**config.mk**
```make
export PLATFORM = sky130hd
export DESIGN_NAME = prewitt_edge_banded_threshold
export DESIGN_NICKNAME = d
export VERILOG_FILES = /design/src/rtl/pebt_pkg.sv /design/src/rtl/prewitt_edge_banded_threshold.sv
export VERILOG_INCLUDE_DIRS = /design/src /design/src/rtl
export SDC_FILE = /design/constraint.sdc
export NUM_CORES = 1
export LEC_CHECK = 0
export BUFFER_PORTS_ARGS = -buffer_cell sky130_fd_sc_hd__buf_2
export CORE_UTILIZATION = 40
export DETAILED_ROUTE_END_ITERATION = 6
export GPL_TIMING_DRIVEN = 0
export PLACE_DENSITY = 0.67
export SLEW_MARGIN = 20
export SYNTH_ARGS = -nofsm -noshare
export SYNTH_HDL_FRONTEND = slang
export SYNTH_SLANG_ARGS = --single-unit
```
**constraint.sdc**
```tcl
create_clock -name clk -period 9.2 [get_ports clk]
set_input_delay 0.92 -clock clk [delete_from_list [all_inputs] [get_ports clk]]
set_output_delay 0.92 -clock clk [all_outputs]
set_load 0.01 [all_outputs]
```
**src/rtl/prewitt_edge_banded_threshold_defines.svh**
```systemverilog
// Assertion macros for the banded Prewitt edge block.
// Expects clk and arst_n in the scope of use; no other dependencies.
`ifndef PREWITT_EDGE_BANDED_THRESHOLD_DEFINES_SVH
`define PREWITT_EDGE_BANDED_THRESHOLD_DEFINES_SVH

// same-cycle implication
`define PEBT_ASSERT_IMP(label, ante, cons) \
	label: assert property (@(posedge clk) disable iff (!arst_n) (ante) |-> (cons)) \
		else $error("pebt: same-cycle check failed");

// next-cycle implication
`define PEBT_ASSERT_NXT(label, ante, cons) \
	label: assert property (@(posedge clk) disable iff (!arst_n) (ante) |=> (cons)) \
		else $error("pebt: next-cycle check failed");

`endif

```
**src/rtl/pebt_pkg.sv**
```systemverilog
// Types, constants and band selection for the banded Prewitt edge block.
// No dependencies.
`default_nettype none

package pebt_pkg;

	typedef logic [1:0] band_t;
	typedef logic [7:0] pixel_t;

	localparam int unsigned NUM_BANDS = 4;

	// register indexes of the configuration port
	typedef enum logic [2:0] {
		REG_DARK_BAND0 = 3'd0,
		REG_DARK_BAND1 = 3'd1,
		REG_DARK_BAND2 = 3'd2,
		REG_DARK_BAND3 = 3'd3,
		REG_GRAD_BAND0 = 3'd4,
		REG_GRAD_BAND1 = 3'd5,
		REG_GRAD_BAND2 = 3'd6,
		REG_GRAD_BAND3 = 3'd7
	} reg_index_t;

	localparam logic [7:0] BAND0_ROW_MIN = 8'd110;
	localparam logic [7:0] BAND1_ROW_MIN = 8'd80;
	localparam logic [7:0] BAND2_ROW_MIN = 8'd60;

	localparam band_t BAND0 = 2'd0;
	localparam band_t BAND1 = 2'd1;
	localparam band_t BAND2 = 2'd2;
	localparam band_t BAND3 = 2'd3;

	function automatic band_t pick_band(input logic [7:0] row);
		band_t b;
		priority if (row >= BAND0_ROW_MIN) b = BAND0;
		else if (row >= BAND1_ROW_MIN) b = BAND1;
		else if (row >= BAND2_ROW_MIN) b = BAND2;
		else b = BAND3;
		return b;
	endfunction

	// |a - b| of two 10-bit column/row sums
	function automatic logic [9:0] abs_diff(input logic [9:0] a, input logic [9:0] b);
		logic [9:0] d;
		if (a >= b) d = a - b;
		else d = b - a;
		return d;
	endfunction

endpackage

`default_nettype wire

```
**src/rtl/prewitt_edge_banded_threshold.sv**
```systemverilog
// Banded Prewitt edge test on one 3x3 window per clock.
// Depends on pebt_pkg and prewitt_edge_banded_threshold_defines.svh.
//
// Takes one window per clock: a request is taken at any edge where start is high (busy
// stays low). The result appears on is_edge with done high for one cycle, after the
// three register stages (input, gradient, result). The receiver cannot stall, so each
// result must be taken as it appears. Configuration registers are written through
// cfg_we/cfg_index/cfg_data; the user must write them only while no request is in
// flight, which the block itself does not enforce.
`default_nettype none
`include "prewitt_edge_banded_threshold_defines.svh"

module prewitt_edge_banded_threshold (
	input  wire logic        clk,
	input  wire logic        arst_n,
	input  wire logic        start,
	output logic             busy,
	input  wire logic [7:0]  row_index,
	input  wire logic [7:0]  top_left,
	input  wire logic [7:0]  top_mid,
	input  wire logic [7:0]  top_right,
	input  wire logic [7:0]  mid_left,
	input  wire logic [7:0]  center_pixel,
	input  wire logic [7:0]  mid_right,
	input  wire logic [7:0]  bottom_left,
	input  wire logic [7:0]  bottom_mid,
	input  wire logic [7:0]  bottom_right,
	input  wire logic        cfg_we,
	input  wire logic [2:0]  cfg_index,
	input  wire logic [15:0] cfg_data,
	output logic             done,
	output logic             is_edge
);

	logic [7:0]  dark_level_q [pebt_pkg::NUM_BANDS];
	logic [15:0] grad_limit_q [pebt_pkg::NUM_BANDS];

	// stage 1: input register
	logic            valid_s1;
	logic [7:0]      row_s1;
	pebt_pkg::pixel_t tl_s1, tm_s1, tr_s1, ml_s1, c_s1, mr_s1, bl_s1, bm_s1, br_s1;

	// stage 2: gradient magnitudes and band decisions
	logic        valid_s2;
	logic        dark_s2;
	logic [9:0]  gx_abs_s2;
	logic [9:0]  gy_abs_s2;
	logic [15:0] limit_s2;

	// stage 3: result
	logic done_q;
	logic is_edge_q;

	pebt_pkg::band_t band;
	logic [9:0]  top_sum, bot_sum, left_sum, right_sum;
	logic [19:0] gx_sq, gy_sq;
	logic [20:0] mag;

	assign busy = 1'b0;

	always_ff @(posedge clk or negedge arst_n) begin
		if (!arst_n) begin
			for (int i = 0; i < pebt_pkg::NUM_BANDS; i++) begin
				dark_level_q[i] <= '0;
				grad_limit_q[i] <= '0;
			end
		end else if (cfg_we) begin
			unique case (pebt_pkg::reg_index_t'(cfg_index))
				pebt_pkg::REG_DARK_BAND0: dark_level_q[0] <= cfg_data[7:0];
				pebt_pkg::REG_DARK_BAND1: dark_level_q[1] <= cfg_data[7:0];
				pebt_pkg::REG_DARK_BAND2: dark_level_q[2] <= cfg_data[7:0];
				pebt_pkg::REG_DARK_BAND3: dark_level_q[3] <= cfg_data[7:0];
				pebt_pkg::REG_GRAD_BAND0: grad_limit_q[0] <= cfg_data;
				pebt_pkg::REG_GRAD_BAND1: grad_limit_q[1] <= cfg_data;
				pebt_pkg::REG_GRAD_BAND2: grad_limit_q[2] <= cfg_data;
				pebt_pkg::REG_GRAD_BAND3: grad_limit_q[3] <= cfg_data;
				default: ;
			endcase
		end
	end

	// control
	always_ff @(posedge clk or negedge arst_n) begin
		if (!arst_n) begin
			valid_s1  <= 1'b0;
			valid_s2  <= 1'b0;
			done_q    <= 1'b0;
			is_edge_q <= 1'b0;
		end else begin
			valid_s1  <= start & ~busy;
			valid_s2  <= valid_s1;
			done_q    <= valid_s2;
			is_edge_q <= valid_s2 & dark_s2 & (mag > {5'd0, limit_s2});
		end
	end

	// payload
	always_ff @(posedge clk) begin
		row_s1 <= row_index;
		tl_s1  <= top_left;
		tm_s1  <= top_mid;
		tr_s1  <= top_right;
		ml_s1  <= mid_left;
		c_s1   <= center_pixel;
		mr_s1  <= mid_right;
		bl_s1  <= bottom_left;
		bm_s1  <= bottom_mid;
		br_s1  <= bottom_right;

		dark_s2   <= c_s1 < dark_level_q[band];
		limit_s2  <= grad_limit_q[band];
		gx_abs_s2 <= pebt_pkg::abs_diff(bot_sum, top_sum);
		gy_abs_s2 <= pebt_pkg::abs_diff(right_sum, left_sum);
	end

	always_comb begin
		band      = pebt_pkg::pick_band(row_s1);
		top_sum   = 10'(tl_s1) + 10'(tm_s1) + 10'(tr_s1);
		bot_sum   = 10'(bl_s1) + 10'(bm_s1) + 10'(br_s1);
		left_sum  = 10'(tl_s1) + 10'(ml_s1) + 10'(bl_s1);
		right_sum = 10'(tr_s1) + 10'(mr_s1) + 10'(br_s1);
		// squares of |G| equal squares of G
		gx_sq     = 20'(gx_abs_s2) * 20'(gx_abs_s2);
		gy_sq     = 20'(gy_abs_s2) * 20'(gy_abs_s2);
		mag       = 21'(gx_sq) + 21'(gy_sq);
	end

	assign done    = done_q;
	assign is_edge = is_edge_q;

	`PEBT_ASSERT_NXT(a_req_reaches_s2, valid_s1, valid_s2)
	`PEBT_ASSERT_NXT(a_s2_gives_done, valid_s2, done)
	`PEBT_ASSERT_IMP(a_edge_only_with_done, is_edge, done)
	`PEBT_ASSERT_NXT(a_bright_centre_no_edge, valid_s2 && !dark_s2, !is_edge)

endmodule

`default_nettype wire

```
==> summary.txt <==
Outcome
  – Result of the run: finished clean

Global route
  – Wire length of the first global-routing pass: 57060 um
  – Met2 usage in global routing: 0.2948
  – Antenna violations before repair: 0
  – Met3 GRT Util: 0.01918
  – Pin count of the biggest net entering global routing: 57
  – Met1 routing resource usage after global routing: 0.2255
  – Gr ovfl total: 0
  – Overall Global Routing Usage: 0.1704
  – Number of global-route vias before repair: 11564
  – Global route hottest layer: met2

Timing
  – Tightest Pin Transition: 0.7888 ns
  – Sum Neg Setup Slack: 0 ns
  – # setup viols final: 0
  – Highest clock rate: 130.7 MHz
  – Post-route setup slack: 1.547 ns
  – Fin crit share: 0.8319
  – Final Critical Period: 7.653 ns
  – Number of slew-limit violations in the final report: 0
  – Slew HR: 0.4713
  – Final Hold Violating Endpoints: 0
  – Max Clock Skew: 0.008661 ns
  – Setup repair after global routing missed its margin: no

Cells and area
  – Relative area change from synthesis to final layout: 12.09%
  – Final non-filler cell total: 2202
  – Footprint of the multi-input gates: 10300 um^2
  – Fraction of final layout cells sized beyond drive strength 1: 0.1515
  – Register area: 4825 um^2
  – Number of antenna diodes: 0
  – Total number of nets in the final design: 2109
  – Post-route cell area: 18230 um^2
  – Count of fill cells added during filler insertion: 3733

Synth
  – Proportion of synthesized chip area in sequential cells: 0.2967
  – Synth Register Bits: 216
  – Post-synthesis cell type with the largest combined area: fa_1
  – Most numerous cell in the Yosys netlist: inv_1
  – Post-synthesis net count: 1984
  – Post-synth cell types: 62
  – Primary FF master, synth: dfxtp_1
  – Count of flip-flops with a built-in enable after synthesis: 0
  – Post-synthesis async set-or-reset flop share: 0.4630
  – Area of the mapped netlist: 16260 um^2
  – Synth warn: 0
  – Post-synthesis average cell area: 10.59 um^2
  – Area share of the largest cell type after synthesis: 0.2080
  – Gate count of the mapped netlist: 1535
  – Most numerous cell types in the synthesized netlist: 255 x inv_1, 177 x ha_1, 169 x fa_1
  – Largest cells by area after synthesis: fa_1 21%, dfrtp_1 15%, dfxtp_1 14%, ha_1 14%, mux2_2 6.8%

Setup path
  – Worst setup EP type: register
  – Worst path most repeated cell: fa_1
  – Critical path's top delay family: adder cells
  – Startpoint types: register
  – WP buf/inv: 6
  – Critical path peak fanout: 10
  – Endpoint required time on the critical path: 9.61 ns
  – Cell type of the slowest stage on the worst timing path: fa_1
  – Category of the critical setup timing path: reg -> reg
  – Maximum single-stage delay on the critical path: 0.57 ns
  – Endpoint arrival time on the critical path: 8.06 ns

Floorplanning
  – Chip Height: 203.6 um
  – DIE AREA: 41470 um^2
  – Starting density of the core: 0.4074
  – Site Rows: 73
  – I/O pin count: 106
  – Die X-Extent: 203.6 um
  – Floorplan Core Area: 39910 um^2

Route
  – Final routed wirelength across all metal layers: 33980 um
  – DRC marker count from the first detailed-route iteration: 521
  – Vias per std cell: 4.955
  – Vias after detailed routing: 10912
  – Drt wl/cell: 15.43 um
  – Number of remaining DRC errors: 0
  – Number of detailed-route iterations in the first pass: 4
  – Antenna Nets Post-Route: 0

Clocking
  – CTS H-Tree Depth: 1
  – Number of buffers added for setup after CTS: 0
  – Maximum count of clock buffers along a single path: 3
  – Sink Count: 216
  – Clock latency of the later-clocked register in the worst-skew pair: 0.53 ns
  – Clock transition at the registers of the reported paths: 0.07 ns
  – Hold buffers post-CTS: 0
  – CTS resizes: 0
  – CTS Root Buffer Type: clkbuf_16
  – Clock tree from TritonCTS: yes
  – Cts bufs inserted: 23

Placed design
  – Total placed instance area: 17450 um^2
  – Post-Place Setup Slack: 1.555 ns
  – Total instance count after detailed placement: 2160
  – Quantity of I/O buffers inserted on ports: 99
  – Final RePlAce weighted congestion: 0.8597
  – Estimated wirelength of the detail-placed design: 27920 um

Job
  – Maxcap violations: 0

Hold path
  – Worst hold-check path type: in -> async
[layout by cell type (no fill, tap or decap), types with 5 or more instances in the layout]
cell type and count:
nor3_1 9, clkbuf_16 23, nor2b_1 22, clkbuf_1 46, mux2i_1 14, o21ai_1 11
o21bai_1 16, inv_1 255, ha_1 177, nand4_1 10, fa_1 169, and2_1 47
or3_1 20, mux2_2 98, a21o_1 30, clkbuf_8 6, nand3_1 9, o22ai_1 17
buf_2 101, xnor2_1 47, xor2_1 22, o21a_1 5, dfxtp_1 116, a21oi_1 76
nand2_1 65, dfrtp_1 100, o21ai_0 43, nor2_1 34, o221ai_1 7, nand2b_1 10
a31oi_1 6
[area by class of cell]
cell class                 count  area share
tap                          525     0.03604
timing repair buffer         100     0.02903
buffer                        47     0.01050
multi-input combinational   1017      0.5650
inverter                     255     0.05251
clock buffer                  33     0.03693
sequential                   216      0.2647
clock inverter                 9    0.005354
[worst paths after layout]
path	slack, ns	cells past startpoint	end	start
worst max-delay path	1.55	30	is_edge	gy_abs_s2[1]
worst min-delay path	0.30	1	dark_level_q[22]	arst_n
worst min register to register	0.35	0	valid_s2	valid_s1
worst max register to register	1.55	30	is_edge	gy_abs_s2[1]
min in group clk	0.35	0	valid_s2	valid_s1
max in group asynchronous	8.28	2	dark_level_q[20]	arst_n
[logic make-up (layout without fill, tap and decap cells)]
family | count (synthesis) | in the layout | synth area share
mux | 112 | 112 | 0.07648
xor+xnor | 69 | 69 | 0.03716
other cells | 1 | 1 | 0.0002306
simple gates | 246 | 246 | 0.08002
compound gates | 243 | 243 | 0.09456
buf+inv | 302 | 444 | 0.07063
flops | 216 | 216 | 0.2967
fa+ha+maj | 346 | 346 | 0.3442
[sequential cells by signal, indices dropped and copies added, names as in the netlist, 10 cells and up]
signal,flops
grad_limit_q,64
dark_level_q,32
limit_s2,16
gx_abs_s2,10
gy_abs_s2,10
[metrics by stage]
step                utilization  hold WS [ns]
global route             0.4567        0.3201
floorplan                     -        0.3312
detailed placement       0.4373        0.3363
CTS                      0.4566        0.3041
finish                   0.4567        0.2988
global placement         0.4363        0.3389
[metal layers]
| metal | vias up | wire length, um |
|---|---|---|
| li1 | 5297 | - |
| met1 | 5397 | 15240 |
| met2 | 173 | 16750 |
| met3 | 45 | 1310 |
| met4 | 0 | 674 |
| met5 | - | 0 |
Power is not shown: default switching activity piles up to over one toggle a cycle in this logic, so the estimate is an artifact.
